**config.mk**
```make
export PLATFORM = sky130hd
export DESIGN_NAME = calendar_date_add_days
export DESIGN_NICKNAME = d
export VERILOG_FILES = /design/src/rtl/core/cda_pkg.sv /design/src/rtl/core/calendar_date_add_days.sv /design/src/rtl/core/cda_alu.sv /design/src/rtl/core/cda_seq.sv
export VERILOG_INCLUDE_DIRS = /design/src /design/src/rtl/core
export SDC_FILE = /design/constraint.sdc
export NUM_CORES = 1
export LEC_CHECK = 0
export BUFFER_PORTS_ARGS = -buffer_cell sky130_fd_sc_hd__buf_2
export CAP_MARGIN = 20
export CORE_MARGIN = 10
export CORE_UTILIZATION = 54
export DETAILED_ROUTE_END_ITERATION = 7
export GPL_TIMING_DRIVEN = 0
export PLACE_DENSITY_LB_ADDON = 0.05
export SLEW_MARGIN = 0
export SYNTH_ARGS = -nofsm -noshare
export SYNTH_HDL_FRONTEND = slang
export SYNTH_HIERARCHICAL = 1
export SYNTH_SLANG_ARGS = --single-unit
```
**constraint.sdc**
```tcl
create_clock -name clk -period 6.3 [get_ports clk]
set_input_delay 0.315 -clock clk [delete_from_list [all_inputs] [get_ports clk]]
set_output_delay 0.315 -clock clk [all_outputs]
set_load 0.01 [all_outputs]
```
**src/rtl/core/assert_macros.svh**
```systemverilog
// assertion macros shared by the date adder rtl
`ifndef ASSERT_MACROS_SVH
`define ASSERT_MACROS_SVH

// same-cycle implication, clocked on clk, off during reset
`define CDA_ASSERT_IMP(lbl, ante, cons, msg) \
	lbl: assert property (@(posedge clk) disable iff (!arst_n) (ante) |-> (cons)) \
		else $error(msg);

// next-cycle implication, clocked on clk, off during reset
`define CDA_ASSERT_NXT(lbl, ante, cons, msg) \
	lbl: assert property (@(posedge clk) disable iff (!arst_n) (ante) |=> (cons)) \
		else $error(msg);

`endif

```
**src/rtl/core/cda_pkg.sv**
```systemverilog
// types, constants and calendar functions for the date adder
`timescale 1ns / 1ps

package cda_pkg;

	localparam int ADD_DAYS_BITS = 16;
	localparam int DAY_W = 5;
	localparam int MONTH_W = 4;
	localparam int YEAR_W = 14;
	localparam int DOY_W = 9;
	localparam int ADD_W = 16;
	localparam int REM_W = ADD_DAYS_BITS;
	localparam int UNIT_W = (ADD_DAYS_BITS > 18) ? ADD_DAYS_BITS : 18;

	localparam logic [YEAR_W-1:0] YEAR_MAX = {YEAR_W{1'b1}};
	localparam logic [YEAR_W-1:0] YEAR_CYCLE = YEAR_W'(400);
	localparam logic [YEAR_W-1:0] YEAR_BIG_LIMIT = YEAR_MAX - YEAR_CYCLE;
	localparam logic [UNIT_W-1:0] DAYS_400Y = UNIT_W'(146097);
	localparam logic [DOY_W-1:0] DAYS_COMMON = DOY_W'(365);
	localparam logic [DOY_W-1:0] DAYS_LEAP = DOY_W'(366);
	localparam logic [MONTH_W-1:0] MONTH_JAN = MONTH_W'(1);
	localparam logic [MONTH_W-1:0] MONTH_FEB = MONTH_W'(2);
	localparam logic [MONTH_W-1:0] MONTH_DEC = MONTH_W'(12);

	typedef struct packed {
		logic [DAY_W-1:0] start_day;
		logic [MONTH_W-1:0] start_month;
		logic [YEAR_W-1:0] start_year;
		logic [ADD_W-1:0] days_to_add;
	} req_t;

	typedef struct packed {
		logic date_invalid;
		logic is_leap;
		logic [DAY_W-1:0] month_length;
		logic [DOY_W-1:0] day_of_year;
		logic [DOY_W-1:0] days_remaining;
		logic [DAY_W-1:0] new_day;
		logic [MONTH_W-1:0] new_month;
		logic [YEAR_W-1:0] new_year;
	} rsp_t;

	typedef struct packed {
		logic idle;
		logic done;
	} seq_status_t;

	// leap test from year mod 400
	function automatic logic leap_of(input logic [8:0] ymod);
		logic r;
		r = (ymod == 9'd0) ||
			((ymod[1:0] == 2'd0) && (ymod != 9'd100) && (ymod != 9'd200) &&
			(ymod != 9'd300));
		return r;
	endfunction

	function automatic logic [DAY_W-1:0] month_len(input logic [MONTH_W-1:0] m,
			input logic leap);
		logic [DAY_W-1:0] r;
		case (m)
			4'd1, 4'd3, 4'd5, 4'd7, 4'd8, 4'd10, 4'd12: r = DAY_W'(31);
			4'd4, 4'd6, 4'd9, 4'd11: r = DAY_W'(30);
			4'd2: r = leap ? DAY_W'(29) : DAY_W'(28);
			default: r = '0;
		endcase
		return r;
	endfunction

	// days before month m in a common year
	function automatic logic [DOY_W-1:0] cum_days(input logic [MONTH_W-1:0] m);
		logic [DOY_W-1:0] r;
		case (m)
			4'd1: r = DOY_W'(0);
			4'd2: r = DOY_W'(31);
			4'd3: r = DOY_W'(59);
			4'd4: r = DOY_W'(90);
			4'd5: r = DOY_W'(120);
			4'd6: r = DOY_W'(151);
			4'd7: r = DOY_W'(181);
			4'd8: r = DOY_W'(212);
			4'd9: r = DOY_W'(243);
			4'd10: r = DOY_W'(273);
			4'd11: r = DOY_W'(304);
			4'd12: r = DOY_W'(334);
			default: r = '0;
		endcase
		return r;
	endfunction

endpackage

```
**src/rtl/core/calendar_date_add_days.sv**
```systemverilog
// top level of the gregorian date adder with output register
// work per item: the year residue reduction and the date check, then steps of the shared
// unit through 400-year blocks, single years and months
// one request at a time: not ready while an item is in work
// reset: arst_n clears the sequencer state and the output valid at once
`timescale 1ns / 1ps
`include "assert_macros.svh"

module calendar_date_add_days (
	input logic clk,
	input logic arst_n,
	input logic req_valid,
	output logic req_ready,
	input cda_pkg::req_t req,
	output logic rsp_valid,
	input logic rsp_ready,
	output cda_pkg::rsp_t rsp
);
	import cda_pkg::*;

	seq_status_t status;
	rsp_t result;
	rsp_t rsp_q;
	logic rsp_valid_q;
	logic start;
	logic take;

	assign req_ready = status.idle;
	assign start = req_valid & req_ready;
	assign take = status.done & (~rsp_valid_q | rsp_ready);

	cda_seq u_seq (
		.clk(clk),
		.arst_n(arst_n),
		.start(start),
		.item(req),
		.take(take),
		.status(status),
		.result(result)
	);

	always_ff @(posedge clk or negedge arst_n) begin
		if (!arst_n) begin
			rsp_valid_q <= 1'b0;
		end else if (take) begin
			rsp_valid_q <= 1'b1;
		end else if (rsp_ready) begin
			rsp_valid_q <= 1'b0;
		end
	end

	always_ff @(posedge clk) begin
		if (take) begin
			rsp_q <= result;
		end
	end

	assign rsp_valid = rsp_valid_q;
	assign rsp = rsp_q;

	`CDA_ASSERT_NXT(a_accept_busy, req_valid && req_ready, !req_ready,
		"ready stayed high after a beat was taken")
	`CDA_ASSERT_NXT(a_take_shows, take, rsp_valid, "result not shown after hand-off")

endmodule

```
**src/rtl/core/cda_alu.sv**
```systemverilog
// shared subtract and compare unit
`timescale 1ns / 1ps

module cda_alu (
	input logic [cda_pkg::UNIT_W-1:0] a,
	input logic [cda_pkg::UNIT_W-1:0] b,
	output logic [cda_pkg::UNIT_W-1:0] diff,
	output logic ge
);
	import cda_pkg::*;

	logic borrow;

	assign {borrow, diff} = {1'b0, a} - {1'b0, b};
	assign ge = ~borrow;

endmodule

```
**src/rtl/core/cda_seq.sv**
```systemverilog
// sequencer stepping the date by years and months through the shared unit
`timescale 1ns / 1ps
`include "assert_macros.svh"

module cda_seq (
	input logic clk,
	input logic arst_n,
	input logic start,
	input cda_pkg::req_t item,
	input logic take,
	output cda_pkg::seq_status_t status,
	output cda_pkg::rsp_t result
);
	import cda_pkg::*;

	localparam logic [2:0] S_IDLE = 3'd0;
	localparam logic [2:0] S_MOD = 3'd1;
	localparam logic [2:0] S_CHK = 3'd2;
	localparam logic [2:0] S_BIG = 3'd3;
	localparam logic [2:0] S_YEAR = 3'd4;
	localparam logic [2:0] S_MON = 3'd5;
	localparam logic [2:0] S_DONE = 3'd6;

	logic [2:0] state_q;
	logic [DAY_W-1:0] d_q;
	logic [MONTH_W-1:0] m_q;
	logic [YEAR_W-1:0] y_q;
	logic [YEAR_W-1:0] ymod_q;
	logic [REM_W-1:0] rem_q;
	logic invalid_q;
	logic leap0_q;
	logic [DAY_W-1:0] mlen0_q;
	logic [DOY_W-1:0] doy_q;
	logic [DOY_W-1:0] drem_q;

	logic [UNIT_W-1:0] op_a;
	logic [UNIT_W-1:0] op_b;
	logic [UNIT_W-1:0] diff;
	logic ge;
	logic leap_cur;
	logic [DAY_W-1:0] mlen_cur;
	logic [DOY_W-1:0] ylen_cur;
	logic [UNIT_W-1:0] left;
	logic [YEAR_W-1:0] y_inc;
	logic [YEAR_W-1:0] ymod_inc;
	logic chk_bad;
	logic [DOY_W-1:0] chk_doy;
	logic rem_zero;

	assign leap_cur = leap_of(ymod_q[8:0]);
	assign mlen_cur = month_len(m_q, leap_cur);
	assign ylen_cur = leap_cur ? DAYS_LEAP : DAYS_COMMON;
	assign left = UNIT_W'(mlen_cur) - UNIT_W'(d_q) + UNIT_W'(1);
	assign y_inc = y_q + YEAR_W'(1);
	assign ymod_inc = (y_q == YEAR_MAX || ymod_q == YEAR_CYCLE - YEAR_W'(1)) ? '0 :
		ymod_q + YEAR_W'(1);
	assign chk_bad = (mlen_cur == '0) || (d_q == '0) || (d_q > mlen_cur);
	assign chk_doy = cum_days(m_q) + DOY_W'(d_q) +
		DOY_W'(leap_cur && (m_q > MONTH_FEB));
	assign rem_zero = (diff == '0);

	always_comb begin
		op_a = UNIT_W'(rem_q);
		op_b = left;
		case (state_q)
			S_MOD: begin
				op_a = UNIT_W'(ymod_q);
				op_b = UNIT_W'(YEAR_CYCLE);
			end
			S_BIG: op_b = DAYS_400Y;
			S_YEAR: op_b = UNIT_W'(ylen_cur);
			default: op_b = left;
		endcase
	end

	cda_alu u_alu (
		.a(op_a),
		.b(op_b),
		.diff(diff),
		.ge(ge)
	);

	always_ff @(posedge clk or negedge arst_n) begin
		if (!arst_n) begin
			state_q <= S_IDLE;
		end else begin
			case (state_q)
				S_IDLE: begin
					if (start) begin
						state_q <= S_MOD;
					end
				end
				S_MOD: begin
					if (!ge) begin
						state_q <= S_CHK;
					end
				end
				S_CHK: begin
					if (chk_bad || rem_q == '0) begin
						state_q <= S_DONE;
					end else if (d_q == DAY_W'(1) && m_q == MONTH_JAN) begin
						state_q <= S_BIG;
					end else begin
						state_q <= S_MON;
					end
				end
				S_BIG: begin
					if (ge && y_q <= YEAR_BIG_LIMIT) begin
						state_q <= rem_zero ? S_DONE : S_BIG;
					end else begin
						state_q <= S_YEAR;
					end
				end
				S_YEAR: begin
					if (ge) begin
						state_q <= rem_zero ? S_DONE : S_BIG;
					end else begin
						state_q <= S_MON;
					end
				end
				S_MON: begin
					if (ge && !rem_zero) begin
						state_q <= (m_q == MONTH_DEC) ? S_BIG : S_MON;
					end else begin
						state_q <= S_DONE;
					end
				end
				S_DONE: begin
					if (take) begin
						state_q <= S_IDLE;
					end
				end
				default: state_q <= S_IDLE;
			endcase
		end
	end

	always_ff @(posedge clk) begin
		case (state_q)
			S_IDLE: begin
				if (start) begin
					d_q <= item.start_day;
					m_q <= item.start_month;
					y_q <= item.start_year;
					ymod_q <= item.start_year;
					rem_q <= REM_W'(item.days_to_add);
				end
			end
			S_MOD: begin
				if (ge) begin
					ymod_q <= YEAR_W'(diff);
				end
			end
			S_CHK: begin
				invalid_q <= chk_bad;
				leap0_q <= leap_cur;
				mlen0_q <= mlen_cur;
				doy_q <= chk_doy;
				drem_q <= ylen_cur - chk_doy;
			end
			S_BIG: begin
				if (ge && y_q <= YEAR_BIG_LIMIT) begin
					rem_q <= REM_W'(diff);
					y_q <= y_q + YEAR_CYCLE;
				end
			end
			S_YEAR: begin
				if (ge) begin
					rem_q <= REM_W'(diff);
					y_q <= y_inc;
					ymod_q <= ymod_inc;
				end
			end
			S_MON: begin
				if (ge) begin
					rem_q <= REM_W'(diff);
					d_q <= DAY_W'(1);
					if (m_q == MONTH_DEC) begin
						m_q <= MONTH_JAN;
						y_q <= y_inc;
						ymod_q <= ymod_inc;
					end else begin
						m_q <= m_q + MONTH_W'(1);
					end
				end else begin
					d_q <= d_q + DAY_W'(rem_q);
					rem_q <= '0;
				end
			end
			default: begin
			end
		endcase
	end

	assign status.idle = (state_q == S_IDLE);
	assign status.done = (state_q == S_DONE);

	always_comb begin
		result = '0;
		result.date_invalid = invalid_q;
		if (!invalid_q) begin
			result.is_leap = leap0_q;
			result.month_length = mlen0_q;
			result.day_of_year = doy_q;
			result.days_remaining = drem_q;
			result.new_day = d_q;
			result.new_month = m_q;
			result.new_year = y_q;
		end
	end

	`CDA_ASSERT_IMP(a_ymod_range, state_q == S_BIG || state_q == S_YEAR || state_q == S_MON,
		ymod_q < YEAR_CYCLE, "year residue out of range")
	`CDA_ASSERT_IMP(a_loop_date_ok, state_q == S_BIG || state_q == S_YEAR || state_q == S_MON,
		d_q != '0 && m_q != '0 && m_q <= MONTH_DEC, "date lost range while stepping")
	`CDA_ASSERT_NXT(a_mon_short_ends, state_q == S_MON && !ge,
		state_q == S_DONE && rem_q == '0, "short month step did not finish")

endmodule
```
; Word-level counts from Yosys, hierarchy flattened
; Memories as Yosys holds them, arrays and structs flattened. A register that Yosys moved wholly into a read port is not among the register bits.
; Cells that the tools add are included.
[totals]
register_bits = 130
mem_bits_ro = 144
inputBits = 43
output_inout_bits = 50
n_memories = 1
[mem_list]
columns = memory, depth, word_bits, rd, rd_ports_with_merged_regs, wr, line_no
row1 = (no name shown), 16, 9, 1, 1, 0, cda_pkg.sv:72  ; case (m)
[op_classes]
n_addsub = 11
magnitude_cmp = 3
eq_ne = 32
muxes = 43
n_bitwise = 5
n_reduce_logical = 32
[op_table]
columns = operator, count
row1 = $mux 14, 10
row2 = $pmux 14 s4, 2
row3 = $mux 16, 5
row4 = $pmux 16 s4, 1
row5 = $pmux 18 s3, 1
row6 = $mux 3, 10
row7 = $add 14x1->14 const B, 2
row8 = $pmux 3 s7, 1
row9 = $eq 4x4->1 const B, 5
row10 = $sub 16x18->19, 1
row11 = $add 18x1->18 const B, 1
row12 = $logic_not 18->1, 1
row13 = $eq 4x3->1 const B, 4
row14 = $logic_not 16->1, 1
row15 = $mux 4, 4
row16 = $pmux 5 s3, 1
row17 = $add 14x9->14 const B, 1
row18 = $eq 14x14->1 const B, 1
row19 = $eq 14x9->1 const B, 1
row20 = $le 14x14->1 const B, 1
row21 = $reduce_and 6->1, 2
row22 = $logic_not 5->1, 2
row23 = $mux 5, 2
row24 = $pmux 5 s2, 1
row25 = 38 further kinds, 65

; Longest topological paths before layout
[depth]
depth_word = 16
ltp_mapped = 32
ltp_nobuf = 30

; Cells and area by module
; The synthesis kept the hierarchy.
[modules_own_cells]
columns = module, instances, cells_per_inst, area_each_um2
row1 = cda_seq, 1, 708, 6411.1
row2 = calendar_date_add_days, 1, 53, 1491.4
row3 = cda_alu, 1, 148, 1063.5

; Least setup slack after synthesis
; Ideal clock, no wire load.
[synth_timing]
path_type = register -> register
from = register u_seq.ymod_q[6]
to = register u_seq.ymod_q[0], enable pin
setup_ns = 0.407
arrival_ns = 6.191
setup_slack_ns = -0.298
path_stages_with_launch = 26
cell_sequence = edfxtp_1 -> or2_2 -> o311ai_1 -> nor2b_1 -> o32ai_1 -> ha_1 -> inv_1 -> fa_1 -> nand3_1 -> nand2_1 -> xor2_1 -> a311o_1 -> nand2_1 -> inv_1 -> ha_1 -> clkbuf_1 -> nand2_1 -> nor2_1 -> nand3_1 -> o21ai_2 -> a221o_1 -> clkbuf_1 -> inv_1 -> a21oi_1 -> nor2_1 -> a211oi_1
[synth_between]
elab_chain_len = 13
[synth_rtl]
columns = element, line_no
row1 = start: declaration, cda_seq.sv:28  ; logic [YEAR_W-1:0] ymod_q;
row2 = start signal: assignment, cda_seq.sv:145  ; ymod_q <= item.start_year;
row3 = start signal: assignment, cda_seq.sv:151  ; ymod_q <= YEAR_W'(diff);
row4 = start signal: assignment, cda_seq.sv:171  ; ymod_q <= ymod_inc;
row5 = $ne 9x7->1, cda_pkg.sv:52  ; ((ymod[1:0] == 2'd0) && (ymod != 9'd100) && (ymod != 9'd200) &&
row6 = $logic_and 1x1->1 (3 in series), cda_pkg.sv:52
row7 = $logic_or 1x1->1 (*), cda_pkg.sv:51  ; r = (ymod == 9'd0) ||
row8 = $mux 1 (*), cda_pkg.sv:63  ; 4'd2: r = leap ? DAY_W'(29) : DAY_W'(28);
row9 = $pmux 5 s3 (*), cda_pkg.sv:60  ; case (m)
row10 = $sub 5x5->6 (*), cda_seq.sv:53  ; assign left = UNIT_W'(mlen_cur) - UNIT_W'(d_q) + UNIT_W'(1);
row11 = $add 18x1->18 (*), cda_seq.sv:53
row12 = $pmux 18 s3 (*), cda_seq.sv:65  ; case (state_q)
row13 = via u_seq.op_b[11], cda_seq.sv:37  ; logic [UNIT_W-1:0] op_b;
row14 = $sub 16x18->19 (*), cda_alu.sv:14  ; assign {borrow, diff} = {1'b0, a} - {1'b0, b};
row15 = $ne 2x2->1 (no line), --
row16 = $reduce_and 6->1 (no line) (*), --
; The timed path passes the listed nets; every way through them passes the cells marked *.
; A chain may end at the register's enable or synchronous reset.

==> reports/results.txt <==
Final Hold Vio Count - 0
DRC violation total after the first TritonRoute iteration - 648
Post-route ant nets - 0
Height of the die - 148.9 um
Share of layout cells above drive strength 1 - 24.12%
Finished Layout Cells - 1294
Setup violators final - 0
Critical path capture point type - register
Final Max Slew Viols - 0
Routability cong. - 0.9401
Antenna diodes - 0
Final worst slack - 108.5 ps
Crit path kind - reg2reg
Worst EP required - 6620 ps
Hold Crit Class - in2reg
CTS tree - done
TritonCTS Buffers - 17
EDFF count, synth - 124
Final wirelength - 24830 um
Core area - 16410 um2
Fin area - 11010 um2
Count leader, synth - edfxtp_1
Delay-heaviest family, CP - compound AO/OA/AOI/OAI gates
Post-Syn Area - 8966 um2
Worst slew margin - 57.45%
NumNets Final - 1161
Clk_lat worst skew - 430 ps
HPWL after detailed placement - 18280 um
Synth cell count leaders - 124 x edfxtp_1, 107 x nand2_1, 59 x nor2_1
Sequential element share of the synthesized area - 44.66%
Setup Skew - 9.193 ps
DP Worst Slack - -1487 ps
Fin crit period - 6191 ps
CP peak stage delay - 450 ps
Ys Warns - 6
Largest net degree at the start of global routing - 35
Cell count after synthesis - 909
CP Launch Type - register
Number of clock sinks - 137
Slew @ Worst Pin - 633.9 ps
Drt wl/cell - 19.19 um
Vias/cell - 5.921
Critical Path AT - 6510 ps
Buf+Inv Stages, Crit Path - 4
Residual DRC count - 0
Fillers - 1314
CP max stage cell - a221o_2
Initial DRT Pass Iterations - 6
RSZ-0062 raised after global routing - true
Global-route wire length before repair - 38740 um
Synth top area share - 41.53%
Max-Cap Viols - 0
Outcome - finished clean
Post-synth ARST share - 2.920%
Root Buffer Master - clkbuf_16
Yosys cell types - 82
Clock transition at the registers of the reported paths - 70 ps
CP Max Fanout - 6
Max Clk Rate - 0.1615 GHz
Routed vias - 7662
Die area - 22160 um2
Die X - 148.9 um
Most area-hungry cell type in the Yosys netlist - edfxtp_1
Initial antenna violation count - 0
Global-route usage over all layers - 21.94%
Post-route clock period utilization - 98.28%
Syn Area/Cell - 9.864 um2
Row count - 47
Clk buf depth - 2
Placed cell area - 9764 um2
Dominant synthesized flop cell - edfxtp_1
Inst Count DP - 1225
Grt total ovfl - 0
IO Port Bufs - 92
H-tree level count - 4
Dominant cells by area after synthesis - edfxtp_1 42%, ha_1 7.1%, nand2_1 4.5%, nor2b_1 3.2%, xnor2_1 3.0%
#FFs+latches synth - 137
Synth-to-Final Area Change - 22.77%
Vias in the first global route - 7270
Initial Util - 54.65%
# IOs - 93
final timing paths:
path	start	end	slack, ps	cells after the start
max	u_seq/ymod_q[6]$_DFFE_PP_	register	110	28
min	rsp_ready	rsp_valid$_DFFE_PN0P_	170	3
max reg2reg	u_seq/ymod_q[6]$_DFFE_PP_	register	110	28
min reg2reg	rsp_valid$_DFFE_PN0P_	rsp_valid$_DFFE_PN0P_	520	2
max in group asynchronous	arst_n	u_seq/state_q[2]$_DFFE_PN0P_	5940	2
min in group asynchronous	arst_n	u_seq/state_q[0]$_DFFE_PN0P_	240	2
logic make-up after synthesis:
logic type	after synthesis	share of synthesized area [%]
AND/OR/NAND/NOR	331	18.63
multiplexers	11	1.368
flip-flops	137	44.66
XOR/XNOR	54	5.275
adder cells (fa/ha/maj)	57	8.457
other	1	0.04182
buffers and inverters	101	4.689
AO/OA/AOI/OAI	217	16.89
cell type report:
type	count	area [um2]	share of cell area [%]
tap	220	275.3	2.501
multi-input combinational	672	4897	44.49
buffer	44	212.7	1.932
inverter	54	207.7	1.887
clock inverter	15	156.4	1.421
sequential	137	4004	36.37
timing repair buffer	135	829.5	7.536
clock buffer	17	425.4	3.864
worst reg2reg max path, delay by kind of cell (launching register included):
kind / cells / cell delay [ps]
compound gates: 10 / 2160
flops: 1 / 420
xor+xnor: 1 / 180
fa+ha+maj: 4 / 1110
buf+inv: 4 / 390
mux: 2 / 520
simple gates: 7 / 1310
metal layers:
| layer | share of wire [%] | up-vias | global-route usage, % | wire length, um |
|---|---|---|---|---|
| li1 | - | 3630 | - | - |
| met1 | 41 | 3632 | 27.19 | 10230 |
| met5 | 0 | - | 0 | 0 |
| met4 | 3.6 | 0 | 8.979 | 884 |
| met2 | 48 | 335 | 36.24 | 11870 |
| met3 | 7.4 | 65 | 5.006 | 1842 |
state kept, by name, summed over array words and instances, names as in the netlist, 3 cells and up, named ones only:
signal,cells
u_seq/state_q,3
u_seq/d_q,5
u_seq/mlen0_q,3
u_seq/ymod_q,14
u_seq/drem_q,9
u_seq/m_q,4
u_seq/y_q,14
rsp,48
u_seq/doy_q,9
u_seq/rem_q,16
per-stage QoR:
| step | utilization [%] | setup TNS [ps] | hold WS (ps) |
|---|---|---|---|
| after floorplan | - | 0 | 19.41 |
| after global placement | 59.23 | -55210 | 134.5 |
| after detailed placement | 59.51 | -49610 | 133.2 |
| after CTS | 64.65 | 0 | 159.8 |
| after global routing | 67.09 | -1265 | 176.1 |
| final | 67.09 | 0 | 168.9 |
layout by cell type, fill, tap and decap left out, types with 14 or more instances in the layout:
master / instances
edfxtp_1: 124
nand2_1: 105
buf_2: 99
nor2_1: 57
inv_1: 46
nor2b_1: 46
a21oi_1: 42
buf_4: 40
ha_1: 39
o21ai_0: 34
xnor2_1: 31
clkbuf_1: 26
nand3_1: 22
xor2_1: 21
clkbuf_16: 17
a22o_1: 17
o22ai_1: 16
nand4_1: 14
timing repair:
action / 4_1_cts / 5_1_grt
hold endpoints to repair: 4 / 0
hold buffers: 1 / 0
resized for setup: 26 / 58
endpoints found under the setup margin: 81 / 46
pin swaps: 11 / 24
buffers inserted: 18 / 21
Power is left out: the tool's default activity adds up to more than one toggle a clock period on the data nets, which glitch-free logic cannot reach.
